--- config.mk ---
export PLATFORM = sky130hd
export DESIGN_NAME = cobs_frame_receiver
export DESIGN_NICKNAME = d
export VERILOG_FILES = /design/src/sv/cobsrx_pkg.sv /design/src/sv/cobs_frame_receiver.sv /design/src/sv/cobsrx_core.sv
export SDC_FILE = /design/constraint.sdc
export NUM_CORES = 1
export LEC_CHECK = 0
export BUFFER_PORTS_ARGS = -buffer_cell sky130_fd_sc_hd__buf_4
export CORE_ASPECT_RATIO = 0.6
export CORE_MARGIN = 4
export CORE_UTILIZATION = 55
export DETAILED_ROUTE_END_ITERATION = 7
export GPL_TIMING_DRIVEN = 0
export PLACE_DENSITY_LB_ADDON = 0.25
export SETUP_SLACK_MARGIN = 0.05
export SYNTH_ARGS = -nofsm -noshare
export SYNTH_HDL_FRONTEND = slang
export SYNTH_HIERARCHICAL = 1
export SYNTH_SLANG_ARGS = --single-unit
--- constraint.sdc ---
create_clock -name i_clk -period 8.7 [get_ports i_clk]
set_clock_uncertainty 0.2 [all_clocks]
set_input_delay 0.435 -clock i_clk [delete_from_list [all_inputs] [get_ports i_clk]]
set_output_delay 0.435 -clock i_clk [all_outputs]
set_load 0.05 [all_outputs]
--- src/sv/cobsrx_pkg.sv ---
// Shared types and constants for the COBS frame receiver.
`default_nettype none

package cobsrx_pkg;

    localparam int RAW_MAX_DEF     = 64;
    localparam int FRAME_BYTES_DEF = 4;

    localparam logic [7:0] DELIM_BYTE = 8'h00;
    localparam logic [7:0] CODE_MAX   = 8'hFF;
    localparam logic [6:0] DEC_SAT    = 7'd127;

    typedef enum logic [1:0] {
        ST_OK           = 2'd0,
        ST_LEN_MISMATCH = 2'd1,
        ST_BROKEN_BLOCK = 2'd2
    } t_frame_status;

    typedef struct packed {
        t_frame_status      status;
        logic [6:0]         length;
        logic signed [31:0] value;
    } t_cobsrx_result;

endpackage

`default_nettype wire

--- src/sv/cobs_frame_receiver.sv ---
// Top level of the COBS frame receiver: input register, decoder, result register.
`default_nettype none

// Decodes a COBS byte stream on the fly, one received byte a word on the slave side.
// A zero byte closes a non-empty frame and produces one result word carrying the status,
// the decoded length and the last accepted 32-bit payload. The block takes one byte per
// clock cycle when the result side is not stalled; a byte is decoded from the input register
// and a frame result is registered from that decode in the result register, so the result
// word is offered from the result register once its delimiter has been decoded.
// The throughput is set by the decode state update between the input register
// and the result register. The input stalls only when a delimiter would produce a result
// while the previous result is still waiting. The byte past RAW_MAX within one frame is
// dropped and decoding restarts with the next byte as a code byte.
module cobs_frame_receiver
    import cobsrx_pkg::*;
#(
    parameter int RAW_MAX     = RAW_MAX_DEF,
    parameter int FRAME_BYTES = FRAME_BYTES_DEF
) (
    input  wire logic        i_clk,
    input  wire logic        i_rst_n,
    input  wire logic        s_axis_tvalid,
    output logic             s_axis_tready,
    input  wire logic [7:0]  s_axis_tdata,   // [7:0] rx_byte
    output logic             m_axis_tvalid,
    input  wire logic        m_axis_tready,
    output logic [47:0]      m_axis_tdata    // [1:0] frame_status, [8:2] decoded_length,
                                             // [40:9] frame_value, [47:41] zero
);

    logic           r_in_valid;
    logic [7:0]     r_in_byte;
    logic           r_out_valid;
    t_cobsrx_result r_out;

    logic           w_fire;
    logic           w_in_take;
    t_cobsrx_result w_result;

    cobsrx_core #(
        .RAW_MAX     (RAW_MAX),
        .FRAME_BYTES (FRAME_BYTES)
    ) u_core (
        .i_clk         (i_clk),
        .i_rst_n       (i_rst_n),
        .i_byte_valid  (w_in_take),
        .i_byte        (r_in_byte),
        .o_result_fire (w_fire),
        .o_result      (w_result)
    );

    // Hold the byte when it would produce a result and the result register is stalled.
    assign w_in_take     = r_in_valid && (!w_fire || !r_out_valid || m_axis_tready);
    assign s_axis_tready = !r_in_valid || w_in_take;

    always_ff @(posedge i_clk) begin
        if (!i_rst_n) begin
            r_in_valid <= 1'b0;
        end else if (s_axis_tready) begin
            r_in_valid <= s_axis_tvalid;
        end
    end

    always_ff @(posedge i_clk) begin
        if (s_axis_tready && s_axis_tvalid) begin
            r_in_byte <= s_axis_tdata;
        end
    end

    always_ff @(posedge i_clk) begin
        if (!i_rst_n) begin
            r_out_valid <= 1'b0;
        end else if (w_in_take && w_fire) begin
            r_out_valid <= 1'b1;
        end else if (m_axis_tready) begin
            r_out_valid <= 1'b0;
        end
    end

    always_ff @(posedge i_clk) begin
        if (w_in_take && w_fire) begin
            r_out <= w_result;
        end
    end

    assign m_axis_tvalid = r_out_valid;
    assign m_axis_tdata  = {7'd0, r_out.value, r_out.length, r_out.status};

    a_broken_len_zero: assert property (@(posedge i_clk) disable iff (!i_rst_n)
        r_out_valid && (r_out.status == ST_BROKEN_BLOCK) |-> r_out.length == 7'd0)
        else $error("broken block result with non-zero length");

    a_ok_len: assert property (@(posedge i_clk) disable iff (!i_rst_n)
        r_out_valid && (r_out.status == ST_OK) |-> r_out.length == 7'(FRAME_BYTES))
        else $error("ok result with wrong length");

    a_stall_cause: assert property (@(posedge i_clk) disable iff (!i_rst_n)
        !s_axis_tready |-> r_in_valid && w_fire && r_out_valid && !m_axis_tready)
        else $error("input stalled without a blocked result");

    a_result_kept: assert property (@(posedge i_clk) disable iff (!i_rst_n)
        r_out_valid && !m_axis_tready |=> r_out_valid && $stable(r_out))
        else $error("pending result lost or changed");

endmodule

`default_nettype wire

--- src/sv/cobsrx_core.sv ---
// COBS decode state and per-byte next-state and frame result logic.
`default_nettype none

module cobsrx_core
    import cobsrx_pkg::*;
#(
    parameter int RAW_MAX     = RAW_MAX_DEF,
    parameter int FRAME_BYTES = FRAME_BYTES_DEF
) (
    input  wire logic           i_clk,
    input  wire logic           i_rst_n,
    input  wire logic           i_byte_valid,
    input  wire logic [7:0]     i_byte,
    output logic                o_result_fire,
    output t_cobsrx_result      o_result
);

    localparam int RAW_W = $clog2(RAW_MAX + 1);

    logic [RAW_W-1:0] r_raw_count, n_raw_count;
    logic [7:0]       r_block_left, n_block_left;
    logic             r_zero_pending, n_zero_pending;
    logic [6:0]       r_dec_count, n_dec_count;
    logic [7:0]       r_payload [FRAME_BYTES];
    logic [7:0]       n_payload [FRAME_BYTES];
    logic [31:0]      r_held, n_held;

    logic             w_emit_en;
    logic [7:0]       w_emit_byte;
    logic [31:0]      w_assembled;
    t_frame_status    w_status;

    // Gather the first decoded bytes little-endian; bytes past the frame size read zero.
    for (genvar g = 0; g < 4; g++) begin : g_asm
        if (g < FRAME_BYTES) begin : g_byte
            assign w_assembled[8*g +: 8] = r_payload[g];
        end else begin : g_zero
            assign w_assembled[8*g +: 8] = 8'h00;
        end
    end

    always_comb begin
        if (r_block_left != 8'd0) begin
            w_status = ST_BROKEN_BLOCK;
        end else if (r_dec_count == 7'(FRAME_BYTES)) begin
            w_status = ST_OK;
        end else begin
            w_status = ST_LEN_MISMATCH;
        end
    end

    assign o_result_fire   = (i_byte == DELIM_BYTE) && (r_raw_count != '0);
    assign o_result.status = w_status;
    assign o_result.length = (w_status == ST_BROKEN_BLOCK) ? 7'd0 : r_dec_count;
    assign o_result.value  = (w_status == ST_OK) ? w_assembled : r_held;

    always_comb begin
        n_raw_count    = r_raw_count;
        n_block_left   = r_block_left;
        n_zero_pending = r_zero_pending;
        n_dec_count    = r_dec_count;
        n_held         = r_held;
        n_payload      = r_payload;
        w_emit_en      = 1'b0;
        w_emit_byte    = i_byte;

        if (i_byte_valid) begin
            if (i_byte != DELIM_BYTE) begin
                if (r_raw_count >= RAW_W'(RAW_MAX)) begin
                    // overflow: drop the byte and restart the frame
                    n_raw_count    = '0;
                    n_block_left   = 8'd0;
                    n_zero_pending = 1'b0;
                    n_dec_count    = 7'd0;
                end else begin
                    n_raw_count = r_raw_count + 1'b1;
                    if (r_block_left == 8'd0) begin
                        w_emit_en      = r_zero_pending;
                        w_emit_byte    = 8'h00;
                        n_block_left   = i_byte - 8'd1;
                        n_zero_pending = (i_byte != CODE_MAX);
                    end else begin
                        w_emit_en    = 1'b1;
                        n_block_left = r_block_left - 8'd1;
                    end
                end
            end else if (r_raw_count != '0) begin
                if (w_status == ST_OK) begin
                    n_held = w_assembled;
                end
                n_raw_count    = '0;
                n_block_left   = 8'd0;
                n_zero_pending = 1'b0;
                n_dec_count    = 7'd0;
            end
        end

        if (w_emit_en) begin
            for (int i = 0; i < FRAME_BYTES; i++) begin
                if (r_dec_count == 7'(i)) begin
                    n_payload[i] = w_emit_byte;
                end
            end
            if (r_dec_count != DEC_SAT) begin
                n_dec_count = r_dec_count + 7'd1;
            end
        end
    end

    always_ff @(posedge i_clk) begin
        if (!i_rst_n) begin
            r_raw_count    <= '0;
            r_block_left   <= 8'd0;
            r_zero_pending <= 1'b0;
            r_dec_count    <= 7'd0;
            r_held         <= 32'd0;
        end else begin
            r_raw_count    <= n_raw_count;
            r_block_left   <= n_block_left;
            r_zero_pending <= n_zero_pending;
            r_dec_count    <= n_dec_count;
            r_held         <= n_held;
        end
    end

    // Payload bytes are only read once all of them are written in the same frame.
    always_ff @(posedge i_clk) begin
        r_payload <= n_payload;
    end

endmodule

`default_nettype wire

; ---- After elaboration in Yosys (flattened, before gate mapping)
; Index checks and enable logic that the tools add are counted.
; Widths: inputs -> output; s select.
[totals]
register_bits = 138
inputBits = 12
out_inout_bits = 50
word_cells = 85
[op_classes]
add_sub_neg = 4
order_cmp = 1
n_eq_ne = 8
n_mux = 30
bitwise_logic = 1
n_reduce_logical = 26
[ops]
columns = operator, n
row1 = $mux 8, 8
row2 = $mux 7, 9
row3 = $mux 32, 1
row4 = $logic_not 8->1, 2
row5 = $reduce_bool 8->1, 2
row6 = $sub 8x1->8 const B, 2
row7 = $add 7x1->7 const B, 2
row8 = $eq 7x2->1 const B, 2
row9 = $mux 1, 11
row10 = $reduce_and 2->1, 5
row11 = $ne 8x8->1 const B, 1
row12 = $eq 7x1->1 const B, 1
row13 = $eq 7x3->1 const B, 1
row14 = $ge 7x7->1 const B, 1
row15 = $logic_not 7->1, 1
row16 = $ne 7x7->1 const B, 1
row17 = $reduce_bool 7->1, 1
row18 = $reduce_and 3->1, 2
row19 = $logic_and 1x1->1, 4
row20 = $reduce_bool 2->1, 2
row21 = $logic_not 1->1, 3
row22 = $logic_or 1x1->1, 3
row23 = $ne 3x3->1 const B, 1
row24 = $eq 2x2->1 const B, 1
row25 = 3 further kinds, 3

; ---- Depth between registers and ports, before layout
[logic_depth]
word_depth = 9
mapped_depth = 11
mapped_depth_nobuf = 10

; ---- By module
; The synthesis kept the hierarchy.
[by_module_without_submodules]
columns = mod, n_inst, cells_each, area_each_um2, seq_area_each_um2
row1 = cobsrx_core, 1, 424, 4093.9, 2062.0
row2 = cobs_frame_receiver, 1, 69, 1645.3, 1511.4

; ---- Least setup slack after synthesis
; OpenSTA, ideal clock, no wires.
[synth_timing]
path_type = register to register
from = reg r_in_byte[2]
to = reg r_out, in the netlist m_axis_tdata[0] (enable)
setup_ns = 0.439
arrival_ns = 3.424
t_required_ns = 8.061
slack_ns = 4.636
path_stages_with_launch = 7
n_path_buf = 1
period_less_slack_ns = 4.064
path_cell_list = edfxtp_1 clkbuf_1 nor4_1 nand2_1 a21oi_1 nand2_1 nor2_1
[synth_between]
elab_chain_len = 7
[synth_lines]
columns = item, line
row1 = start: declaration, cobs_frame_receiver.sv:32  ; logic [7:0] r_in_byte;
row2 = start signal: assignment, cobs_frame_receiver.sv:66  ; r_in_byte <= s_axis_tdata;
row3 = $logic_not 8->1 *, cobsrx_core.sv:52  ; assign o_result_fire = (i_byte == DELIM_BYTE) && (r_raw_count != '0);
row4 = $logic_and 1x1->1 *, cobsrx_core.sv:52
row5 = net w_fire, cobs_frame_receiver.sv:36  ; logic w_fire;
row6 = $logic_not 1->1, cobs_frame_receiver.sv:53  ; assign w_in_take = r_in_valid && (!w_fire || !r_out_valid || m_axis_tready);
row7 = $logic_or 1x1->1 (2 in series), cobs_frame_receiver.sv:53
row8 = $logic_and 1x1->1, cobs_frame_receiver.sv:53
row9 = $logic_and 1x1->1 *, cobs_frame_receiver.sv:81  ; if (w_in_take && w_fire) begin
row10 = end signal: assignment, cobs_frame_receiver.sv:82  ; r_out <= w_result;
row11 = end: declaration, cobs_frame_receiver.sv:34  ; t_cobsrx_result r_out;
; The timed path passes the listed nets; every way through them passes the cells marked *.
; A chain may end at the register's enable or synchronous reset.

; ---- Worst setup path in the final report
[layout_timing]
from = reg r_in_byte[2]
to = reg u_core/r_payload[8] (netlist name) (enable)
[layout_between]
elab_chain_len = 8
word_cells_on_any_way = 10
classes_between = 2 x mux / 8 x reduce/logical
[layout_lines]
columns = item, line
row1 = $logic_not 8->1, cobsrx_core.sv:52
row2 = $logic_and 1x1->1, cobsrx_core.sv:52
row3 = net w_fire, cobs_frame_receiver.sv:36
row4 = $logic_not 1->1, cobs_frame_receiver.sv:53
row5 = $logic_or 1x1->1 (2 in series), cobs_frame_receiver.sv:53
row6 = $logic_and 1x1->1, cobs_frame_receiver.sv:53
row7 = net w_in_take, cobs_frame_receiver.sv:37  ; logic w_in_take;
row8 = $mux 1, cobsrx_core.sv:67  ; if (i_byte_valid) begin
row9 = $reduce_and 2->1 (no line), n/a
row10 = end signal: assignment, cobsrx_core.sv:128  ; r_payload <= n_payload;
row11 = end: declaration, cobsrx_core.sv:24  ; logic [7:0] r_payload [FRAME_BYTES];
; The timed path passes the listed nets, and every way through them passes these cells.

==> reports/summary.txt <==
Critical path's most frequent cell: nor4_1
Top_reg_cell synth: edfxtp_1
Comb pwr share: 13.2%
Die Y: 87.1 µm
Status: complete, no violations
Detail Placement HPWL: 8840 µm
Total Wirelength: 13,100 µm
Slew HR: 49.6%
Wire length of the first global-routing pass: 21,300 µm
Period utilization: 42.0%
Antenna-violating nets left: 0
Die width: 140 µm
Largest cells by area after synthesis: edfxtp_1 42%, dfxtp_1 20%, mux2_2 6.7%, nand3_1 3.4%, nand2_1 3.1%
Via Count: 4,179
Multi-input gate area: 1990 µm²
Switching power total: 0.443 mW
Total clock sinks: 138
Vias in the first global route: 4,056
Synth area leader: edfxtp_1
Clk root buf: clkbuf_16
Gate count of the mapped netlist: 493
Synth Cell Area: 5740 µm²
Worst-path clk slew: 0.06 ns
CP Max Fanout: 9
DRT Pass-1 Iters: 5
Fillers: 710
Die Area: 12,200 µm²
PwrDens: 239 nW/µm²
Crit path buf inv count: 1
Kind of critical path: reg2reg
Clk pwr share: 42.9%
Antenna violations before repair: 0
Core Box Area: 10,000 µm²
Sequential power share: 43.9%
Register area: 3570 µm²
Total power: 1.68 mW
Post-CTS resize count: 0
# diodes: 0
Yosys Warn Count: 6
Std-Cell Rows: 28
Share of the synthesized area in the top cell type: 42.4%
Worst skew pair latency: 0.41 ns
Max VDD drop: 0.167 mV
Final setup vio count: 0
Total Neg Setup Slack: 0 ns
Detailed Route Iter0 Violations: 446
All-Layer GR Usage: 22.6%
Crit. End Element: register
Leak Pwr: 2.76 nW
Grt ovf: 0
Arrival time at the worst endpoint: 3.56 ns
Final Hold Fails: 0
Worst min-delay path category: in2reg
GP Congestion: 0.920
Postcts setup bufs: 0
CTS H-tree depth: 4
Critical path startpoint category: register
Internal power: 1.24 mW
DR DRC count: 0
Crit-path slowest cell: nor4_1
TritonCTS clock tree: yes
Crit path max-delay family: simple AND/OR/NAND/NOR gates
Switching share of power: 26.3%
Avg Inst Size Synth: 11.6 µm²
Largest net degree at the start of global routing: 38
Post-synth EDFFs: 81
WL per Instance: 18.0 µm
CTS max path bufs: 2
Port Buffer Count: 54
Pins Over Slew Limit: 0
Sequential share of the synthesized area: 62.3%
I/O pins: 62
Synth cell count leaders: 81 x edfxtp_1, 57 x dfxtp_1, 48 x nand2_1, 39 x nand3_1, 34 x mux2_2
RSZ-0062 raised after global routing: false
Area Growth Syn to Fin: 22.7%
Share of post-route cells with drive strength above 1: 24.8%
Max Freq: 274 MHz
Worst path cell trace: clkbuf_1 > nor4_1 > nand2_1 > a21oi_1 > a21boi_1 > nand2b_1 > a21o_1 > nor4_1 > and2_1
Seq cells post-synth: 138
Initial Util: 57.3%
Max incr delay on CP: 0.70 ns
Slew @ Worst Pin: 0.749 ns
Required time worst endpoint: 8.60 ns
Most frequent cell after synthesis: edfxtp_1
Minimum clock period: 3.65 ns
Cts hold-fix bufs: 7
Hold Slack: 0.0178 ns
Vias per cell: 5.74
Netlist cell types: 53
Async SR Flop Fraction: 0%
Number of max-cap violations: 0
TritonCTS buffer count: 17
Nets: 599
stage by stage:
stage | utilization (%) | worst slack (ns) | instances | cell area (µm²)
floorplan | - | 4.64 | 499 | 5760
global placement | 63.2 | 3.43 | 688 | 6340
detailed placement | 63.5 | 5.08 | 689 | 6360
CTS | 70.3 | 5.05 | 728 | 7040
global route | 70.3 | 4.77 | 728 | 7040
finish | 70.3 | 5.05 | 728 | 7040
power groups by stage:
stage                     clock network (mW)  registers [mW]  logic, mW
after floorplan                            0           0.745      0.155
after global placement                     0           0.750      0.207
after detailed placement                   0           0.752      0.211
after CTS                              0.733           0.738      0.215
after global routing                   0.762           0.742      0.244
final                                  0.722           0.739      0.222
cell type report:
| cell class | count | share of cell area (%) |
|---|---|---|
| plain buffers | 30 | 2.15 |
| multi-input cells | 317 | 28.3 |
| inverters | 14 | 0.746 |
| well taps | 135 | 2.40 |
| repair buffers | 62 | 7.04 |
| clock buffers | 22 | 7.20 |
| clock inverters | 10 | 1.42 |
| flip-flops and latches | 138 | 50.8 |
cell families (layout without fill, tap and decap cells):
family | count (synthesis) | in the layout | share of synthesized area, %
compound gates | 91 | 91 | 9.85
xor+xnor | 4 | 4 | 0.610
flops | 138 | 138 | 62.3
simple gates | 174 | 174 | 15.5
mux | 34 | 34 | 6.67
other cells | 1 | 7 | 0.0653
buf+inv | 44 | 138 | 3.55
fa+ha+maj | 7 | 7 | 1.53
final timing paths:
kind                                                startpoint                              to  slack (ns)  depth (start not counted)
worst min register to register  u_core/r_held[30]$_SDFFE_PN0P_  u_core/r_held[30]$_SDFFE_PN0P_        0.26                          2
worst max register to register          r_in_byte[2]$_DFFE_PP_   u_core/r_payload[8]$_DFFE_PP_        5.05                          9
worst min-delay path                           s_axis_tdata[5]          r_in_byte[5]$_DFFE_PP_        0.02                          1
worst max-delay path                    r_in_byte[2]$_DFFE_PP_   u_core/r_payload[8]$_DFFE_PP_        5.05                          9
sequential cells by signal, indices dropped and copies added (netlist names):
signal	flops
m_axis_tdata	41
m_axis_tvalid	1
r_in_byte	8
r_in_valid	1
u_core/r_block_left	8
u_core/r_dec_count	7
u_core/r_held	32
u_core/r_payload	32
u_core/r_raw_count	7
u_core/r_zero_pending	1
per-layer routing:
metal / track usage [%] / vias up / share of wire (%)
li1: - / 1982 / -
met1: 33.2 / 1980 / 47
met2: 33.6 / 202 / 43
met3: 5.49 / 15 / 8.2
met4: 6.68 / 0 / 1.0
met5: 0 / - / 0
cells in the final DEF, fill, tap and decap left out, types with 18 or more instances in the layout:
cell type	n
clkbuf_16	19
mux2_2	34
buf_4	61
o21ai_1	33
edfxtp_1	81
dfxtp_1	57
nand3_1	39
and2_1	18
nor2_1	27
nand2_1	48
(Power assumes the default switching activity.)
